## src/rtl/timing_wheel_packet_shaper_macros.svh

```systemverilog
// Assertion macros for the timing wheel shaper.
// Each check is clocked on i_clk and disabled while i_rst_n is low.
`ifndef TIMING_WHEEL_PACKET_SHAPER_MACROS_SVH
`define TIMING_WHEEL_PACKET_SHAPER_MACROS_SVH
`ifndef SYNTHESIS
`define TWPS_ASSERT_IMP(lbl, cond, conseq, msg) \
    lbl: assert property (@(posedge i_clk) disable iff (!i_rst_n) (cond) |-> (conseq)) \
        else $error(msg);
`define TWPS_ASSERT_NEXT(lbl, cond, conseq, msg) \
    lbl: assert property (@(posedge i_clk) disable iff (!i_rst_n) (cond) |=> (conseq)) \
        else $error(msg);
`else
`define TWPS_ASSERT_IMP(lbl, cond, conseq, msg)
`define TWPS_ASSERT_NEXT(lbl, cond, conseq, msg)
`endif
`endif

```

## src/rtl/twps_pkg.sv

```systemverilog
package twps_pkg;

    localparam int TIME_W = 48;
    localparam int ID_W   = 16;
    localparam int KIND_W = 3;
    localparam int GRAN_W = 6;

    localparam logic [KIND_W-1:0] KIND_BYPASS  = 3'd0;
    localparam logic [KIND_W-1:0] KIND_DRAINED = 3'd1;
    localparam logic [KIND_W-1:0] KIND_PAST    = 3'd2;
    localparam logic [KIND_W-1:0] KIND_FUTURE  = 3'd3;
    localparam logic [KIND_W-1:0] KIND_DROPPED = 3'd4;

    localparam logic ACT_ENQUEUE = 1'b0;
    localparam logic ACT_TICK    = 1'b1;

    localparam logic REG_GRAN    = 1'b0;
    localparam logic REG_HORIZON = 1'b1;

    typedef struct packed {
        logic              action;
        logic [TIME_W-1:0] now_time;
        logic [TIME_W-1:0] departure_time;
        logic [ID_W-1:0]   packet_id;
    } t_in_item;

    typedef struct packed {
        logic [ID_W-1:0]   out_packet_id;
        logic [KIND_W-1:0] result_kind;
        logic              last;
    } t_out_item;

endpackage

```

## src/rtl/twps_slot_mod.sv

```systemverilog
module twps_slot_mod import twps_pkg::*; #(
    parameter int SLOTS = 256
) (
    input  logic                     i_clk,
    input  logic                     i_rst_n,
    input  logic                     i_start,
    input  logic [TIME_W:0]          i_q,
    output logic                     o_done,
    output logic [$clog2(SLOTS)-1:0] o_slot
);

    localparam int SW = $clog2(SLOTS);

    generate
        if ((SLOTS & (SLOTS - 1)) == 0) begin : g_pow2
            // A power-of-two wheel takes the low bits of the slot number.
            logic          r_done;
            logic [SW-1:0] r_slot;

            always_ff @(posedge i_clk) begin
                if (!i_rst_n) begin
                    r_done <= 1'b0;
                end else begin
                    r_done <= i_start;
                end
                if (i_start) begin
                    r_slot <= i_q[SW-1:0];
                end
            end

            assign o_done = r_done;
            assign o_slot = r_slot;
        end else begin : g_fold
            // The slot number is folded into a short sum of 12-bit chunks times their
            // weights modulo SLOTS, and the sum is reduced by a reciprocal multiplication.
            // Three pipeline stages follow the input register.
            localparam int FW = 27;
            localparam int PW = 55;
            localparam int SH = FW + SW;
            localparam longint unsigned M_C =
                ((64'd1 << SH) + 64'(SLOTS) - 64'd1) / 64'(SLOTS);
            localparam logic [FW-1:0] W1  = FW'((64'd1 << 12) % 64'(SLOTS));
            localparam logic [FW-1:0] W2  = FW'((64'd1 << 24) % 64'(SLOTS));
            localparam logic [FW-1:0] W3  = FW'((64'd1 << 36) % 64'(SLOTS));
            localparam logic [FW-1:0] W4  = FW'((64'd1 << 48) % 64'(SLOTS));
            localparam logic [PW-1:0] M_V = PW'(M_C);
            localparam logic [FW-1:0] D_V = FW'(SLOTS);

            logic [TIME_W:0] r_q;
            logic [FW-1:0]   fold_sum;
            logic [FW-1:0]   r_sum;
            logic [PW-1:0]   prod;
            logic [FW-1:0]   r_quo;
            logic [FW-1:0]   rem_full;
            logic [SW-1:0]   r_rem;
            logic            r_v1, r_v2, r_v3, r_done;

            assign fold_sum = FW'(r_q[11:0]) + FW'(r_q[23:12]) * W1 +
                              FW'(r_q[35:24]) * W2 + FW'(r_q[47:36]) * W3 +
                              FW'(r_q[48]) * W4;
            assign prod     = PW'(r_sum) * M_V;
            assign rem_full = r_sum - r_quo * D_V;

            always_ff @(posedge i_clk) begin
                if (!i_rst_n) begin
                    r_v1   <= 1'b0;
                    r_v2   <= 1'b0;
                    r_v3   <= 1'b0;
                    r_done <= 1'b0;
                end else begin
                    r_v1   <= i_start;
                    r_v2   <= r_v1;
                    r_v3   <= r_v2;
                    r_done <= r_v3;
                end
                if (i_start) begin
                    r_q <= i_q;
                end
                if (r_v1) begin
                    r_sum <= fold_sum;
                end
                if (r_v2) begin
                    r_quo <= FW'(prod >> SH);
                end
                if (r_v3) begin
                    r_rem <= rem_full[SW-1:0];
                end
            end

            assign o_done = r_done;
            assign o_slot = r_rem;
        end
    endgenerate

endmodule

```

## config.mk

```make
export PLATFORM = sky130hd
export DESIGN_NAME = twps_slot_mod
export DESIGN_NICKNAME = d
export VERILOG_FILES = /design/src/rtl/timing_wheel_packet_shaper_macros.svh /design/src/rtl/twps_pkg.sv /design/src/rtl/twps_slot_mod.sv
export SDC_FILE = /design/constraint.sdc
export NUM_CORES = 1
export LEC_CHECK = 0
export BUFFER_PORTS_ARGS = -buffer_cell sky130_fd_sc_hd__buf_4
export CAP_MARGIN = 15
export CELL_PAD_IN_SITES_DETAIL_PLACEMENT = 0
export CELL_PAD_IN_SITES_GLOBAL_PLACEMENT = 1
export CORE_UTILIZATION = 12
export DETAILED_ROUTE_END_ITERATION = 12
export PLACE_DENSITY_LB_ADDON = 0.1
export SLEW_MARGIN = 25
export SYNTH_ARGS = -nofsm -noshare
export SYNTH_HDL_FRONTEND = slang
export SYNTH_SLANG_ARGS = --single-unit
```

## constraint.sdc

```tcl
create_clock -name i_clk -period 0.8 [get_ports i_clk]
set_input_delay 0.08 -clock i_clk [delete_from_list [all_inputs] [get_ports i_clk]]
set_output_delay 0.08 -clock i_clk [all_outputs]
set_load 0.05 [all_outputs]
```

Word-level counts from Yosys, hierarchy flattened

Cells that the tools add are included.

Register bits after elaboration: 9
Bits of input ports: 52
Output and inout port bits: 9
Logic and storage cells: 2

Longest topological paths before layout

Depth after elaboration: 0
Depth in mapped cells: 1
Mapped depth without buffers: 1

Least setup slack after synthesis

Ideal clock, no wire load.

Kind: reg2out
From: reg g_pow2.r_slot[0] (netlist: o_slot[0])
To: out o_slot[0]
Required time: 0.720 ns
Slack: 0.119 ns
Stages on the path, launching flop included: 1
Arrival: 0.601 ns
Path buffers: 0
Cell sequence: edfxtp_1

RTL lines:

| element                | RTL line            | RTL |
|---|---|---|
| start, declared        | twps_slot_mod.sv:18 | `logic [SW-1:0] r_slot;` |
| start signal, assigned | twps_slot_mod.sv:27 | `r_slot <= i_q[SW-1:0];` |
| end, declared          | twps_slot_mod.sv:9  | `output logic [$clog2(SLOTS)-1:0] o_slot` |

No word-level cell between the ends.

Final worst setup path

From: reg g_pow2.r_slot[0] (netlist: o_slot[0])
To: out o_slot[0]

No word-level cell between the ends.

==> impl_results.html <==
<table>
<tr><th>Metric</th><th>Value</th></tr>
<tr><th colspan="2">Worst setup path</th></tr>
<tr><td>Worst path bufs/invs</td><td>1</td></tr>
<tr><td>Arrival time worst endpoint</td><td>around 0.82 ns</td></tr>
<tr><td>Nature of the critical path endpoint</td><td>primary output</td></tr>
<tr><td>Ordered list of cells on the worst path</td><td>buf_6</td></tr>
<tr><td>Maximum fanout count along the critical path</td><td>1</td></tr>
<tr><td>Cell type of the slowest stage on the worst timing path</td><td>sky130_fd_sc_hd__edfxtp_1</td></tr>
<tr><td>Peak per-stage delay on the critical path</td><td>0.39 ns</td></tr>
<tr><td>Critical path required time</td><td>0.72 ns</td></tr>
<tr><td>Delay-heaviest family, CP</td><td>flip-flops</td></tr>
<tr><td>Critical path class</td><td>flip-flop to primary output</td></tr>
<tr><td>Type of element launching the critical path</td><td>flip-flop</td></tr>
<tr><th colspan="2">STA</th></tr>
<tr><td>Final Hold Violating Endpoints</td><td>0</td></tr>
<tr><td>Peak Freq</td><td>1114 MHz</td></tr>
<tr><td>Worst slew pin tran</td><td>0.1187 ns</td></tr>
<tr><td>Final count of pins violating max slew</td><td>0</td></tr>
<tr><td>Setup total negative slack</td><td>-0.6530 ns</td></tr>
<tr><td>Minimum setup slack in the final design</td><td>-0.09796 ns</td></tr>
<tr><td>Setup violations, final</td><td>9</td></tr>
<tr><td>Final clock period utilization by the worst path</td><td>112.2%</td></tr>
<tr><td>Time the final worst path needs with I/O delays and setup</td><td>0.8980 ns</td></tr>
<tr><td>RSZ-0062 raised after global routing</td><td>yes</td></tr>
<tr><td>Relative slew slack</td><td>92.09%</td></tr>
<tr><th colspan="2">Global routing</th></tr>
<tr><td>GRT overflow</td><td>0</td></tr>
<tr><td>First-pass GRT wire length</td><td>roughly 930 um</td></tr>
<tr><td>Number of global-route vias before repair</td><td>between 200 and 250</td></tr>
<tr><td>Number of antenna violations at the first check in global routing</td><td>0</td></tr>
<tr><td>Global Route Usage Sum</td><td>5.959%</td></tr>
<tr><td>Pin count of the biggest net entering global routing</td><td>10</td></tr>
<tr><th colspan="2">Placed design</th></tr>
<tr><td>Routability congestion estimate</td><td>around 0.60</td></tr>
<tr><td>Place WS</td><td>0.1493 ns</td></tr>
<tr><td>Count of buffers inserted at the top-level ports</td><td>19</td></tr>
<tr><td>Number of placed instances with taps included</td><td>between 50 and 60</td></tr>
<tr><th colspan="2">Yosys</th></tr>
<tr><td>Share of the synthesized area in the top cell type</td><td>~90%</td></tr>
<tr><td>Yosys top cell by area</td><td>sky130_fd_sc_hd__edfxtp_1</td></tr>
<tr><td>Number of cells produced by synthesis</td><td>10</td></tr>
<tr><td>Post-synth net total</td><td>between 60 and 70</td></tr>
<tr><td>Register area share after synthesis</td><td>97.65%</td></tr>
<tr><td>Distinct cell type count of the synthesized netlist</td><td>3</td></tr>
<tr><td>FF+latch count, synth</td><td>9</td></tr>
<tr><td>Total number of yosys warnings</td><td>0</td></tr>
<tr><td>Mean instance size in the synthesized netlist</td><td>26.65 um^2</td></tr>
<tr><td>Cell area after synthesis</td><td>266.5 um^2</td></tr>
<tr><td>Top cells by area in the synthesized netlist</td><td>sky130_fd_sc_hd__edfxtp_1 (90%), sky130_fd_sc_hd__dfxtp_1 (7.5%), sky130_fd_sc_hd__and2_1 (2.3%)</td></tr>
<tr><th colspan="2">Run</th></tr>
<tr><td>Max-cap check violation count</td><td>0</td></tr>
<tr><th colspan="2">Floorplanning</th></tr>
<tr><td>Floorplan die area</td><td>0.002413 mm^2</td></tr>
<tr><td>Die width</td><td>49.13 um</td></tr>
<tr><td>Core Rows</td><td>16</td></tr>
<tr><td>Boundary Pins</td><td>61</td></tr>
<tr><td>Initial cell density of the core</td><td>13.18%</td></tr>
<tr><td>Floorplan die height</td><td>49.13 um</td></tr>
<tr><td>Standard cell core area</td><td>0.002022 mm^2</td></tr>
<tr><th colspan="2">Clock network</th></tr>
<tr><td>Setup repair bufs after CTS</td><td>0</td></tr>
<tr><td>Sinks on the clock net</td><td>9</td></tr>
<tr><td>Clock tree buffer depth</td><td>2</td></tr>
<tr><td>Clock tree from TritonCTS</td><td>done</td></tr>
<tr><td>Number of buffers created by CTS</td><td>3</td></tr>
<tr><td>Clock input transition at the sequential cells of the worst setup and hold paths</td><td>~0.06 ns</td></tr>
<tr><td>Buffer cell driving the clock tree root</td><td>sky130_fd_sc_hd__clkbuf_4</td></tr>
<tr><td>Maximum level of the CTS H-tree</td><td>1</td></tr>
<tr><th colspan="2">Status</th></tr>
<tr><td>Outcome</td><td>finished, violations left</td></tr>
<tr><td>Violated checks</td><td>setup timing</td></tr>
<tr><th colspan="2">Route</th></tr>
<tr><td>Detailed-route via count</td><td>210</td></tr>
<tr><td>Detailed-routing iteration count for the pre-antenna-repair pass</td><td>3</td></tr>
<tr><td>Remaining number of nets flagged by the antenna check after routing</td><td>0</td></tr>
<tr><td>Via density</td><td>3.088</td></tr>
<tr><td>WL final</td><td>544 um</td></tr>
<tr><td>Number of DRC markers in iteration 0</td><td>2</td></tr>
<tr><td>DR DRC count</td><td>0</td></tr>
<tr><td>Average detailed-routed wire length per instance</td><td>8.000 um</td></tr>
<tr><th colspan="2">Pwr</th></tr>
<tr><td>Leakage component of the power</td><td>0.0002417 uW</td></tr>
<tr><td>Total power</td><td>1191 uW</td></tr>
<tr><td>Max VDD drop</td><td>0.0009119 V</td></tr>
<tr><td>Clock share of power</td><td>29.2%</td></tr>
<tr><td>Power density over the cells</td><td>2025 mW/mm^2</td></tr>
<tr><td>Sw Pwr</td><td>around 320 uW</td></tr>
<tr><td>Internal power consumption</td><td>866.8 uW</td></tr>
<tr><td>Sequential share of power</td><td>47.6%</td></tr>
<tr><td>Switch share</td><td>27.22%</td></tr>
<tr><td>Gate power share</td><td>between 20% and 30%</td></tr>
<tr><th colspan="2">Hold path</th></tr>
<tr><td>Hold Path Stages</td><td>2</td></tr>
<tr><td>Endpoint of the worst hold path</td><td>o_done</td></tr>
<tr><td>Source of the worst hold timing path</td><td>i_rst_n</td></tr>
<tr><td>Worst hold-check path type</td><td>primary input to flip-flop</td></tr>
<tr><th colspan="2">Final layout</th></tr>
<tr><td>Sequential cell area in the final layout</td><td>between 200 and 300 um^2</td></tr>
<tr><td>Area added between synthesis and finish</td><td>120.7%</td></tr>
<tr><td>Proportion of layout cells with a drive suffix above 1</td><td>56.10%</td></tr>
<tr><td>Leading cell type in the layout, fill and taps excluded</td><td>sky130_fd_sc_hd__buf_4</td></tr>
<tr><td>Post-route insts no fill</td><td>68</td></tr>
<tr><td>Utilization after layout</td><td>29.08%</td></tr>
<tr><td>Diodes inserted</td><td>0</td></tr>
<tr><td>Fillers</td><td>211</td></tr>
<tr><td>Area of the multi-input gates</td><td>6.256 um^2</td></tr>
<tr><td>Commonest non-fill, non-tap cells in the layout</td><td>sky130_fd_sc_hd__buf_4 (10), sky130_fd_sc_hd__dlygate4sd3_1 (8), sky130_fd_sc_hd__edfxtp_1 (8), sky130_fd_sc_hd__buf_6 (8), sky130_fd_sc_hd__clkbuf_4 (3)</td></tr>
<tr><td>Layout Nets</td><td>94</td></tr>
</table>
[state kept, by name (all words and copies together), names as in the netlist]
signal  cells
o_done      1
o_slot      8
[final cells by class]
class / instances / share of cell area (%)
multi-input cells: 1 / 1.064
well taps: 27 / 5.745
clock buffers: 4 / 4.468
repair buffers: 27 / 44.26
flip-flops and latches: 9 / 44.47
[Yosys cell counts]
library cell               n
sky130_fd_sc_hd__and2_1    1
sky130_fd_sc_hd__dfxtp_1   1
sky130_fd_sc_hd__edfxtp_1  8
[power by group through the flow]
stage / clock (uW) / sequential, uW / combinational (uW)
global route: 395 / 572 / 288
floorplan: 0 / 696 / 1.60
CTS: 369 / 569 / 279
detailed placement: 0 / 571 / 224
global placement: 0 / 569 / 224
finish: 347 / 568 / 276
[layer usage]
| layer | vias to the layer above | share of wire (%) | routed length (um) | GRT usage, % |
|---|---|---|---|---|
| met1 | 96 | 37 | 199 | 5.172 |
| met2 | 12 | 51 | 279 | 9.132 |
| li1 | 100 | - | - | - |
| met5 | - | 0 | 0 | 0 |
| met4 | 0 | 1.7 | 9 | 2.941 |
| met3 | 2 | 10 | 55 | 5.607 |
[what timing repair did]
| item | 4_1_cts | 5_1_grt |
|---|---|---|
| hold buffers | 8 | 0 |
| resized for setup | 11 | 0 |
| setup endpoints to repair | 9 | 9 |
| endpoints found under the hold margin | 8 | 0 |
[stage by stage]
stage / hold slack, ns / area (um^2)
6_report: 0.03117 / 588.1
2_1_floorplan: 0.1789 / 266.5
3_5_place_dp: 0.2594 / 442.9
4_1_cts: 0.02606 / 588.1
3_3_place_gp: 0.2584 / 442.9
5_1_grt: 0.02078 / 588.1
[how the worst max path moves through the flow]
stage / slack (ns) / endpoint / startpoint / cells past startpoint
final: -0.1 / o_slot[0] / o_slot[0] / 1
after floorplan: 0.12 / o_slot[0] / o_slot[0] / 0
after CTS: -0.13 / o_slot[0] / o_slot[0] / 1
after detailed placement: 0.15 / o_slot[0] / o_slot[0] / 1
after global placement: 0.18 / o_slot[5] / o_slot[5] / 1
after global routing: -0.15 / o_slot[5] / o_slot[5] / 1
[cells by family after synthesis]
family           count (synthesis)  share of synthesized area (%)
AND/OR/NAND/NOR                  1                          2.349
flip-flops                       9                          97.65
No activity file was read; power rests on OpenSTA's default activity.
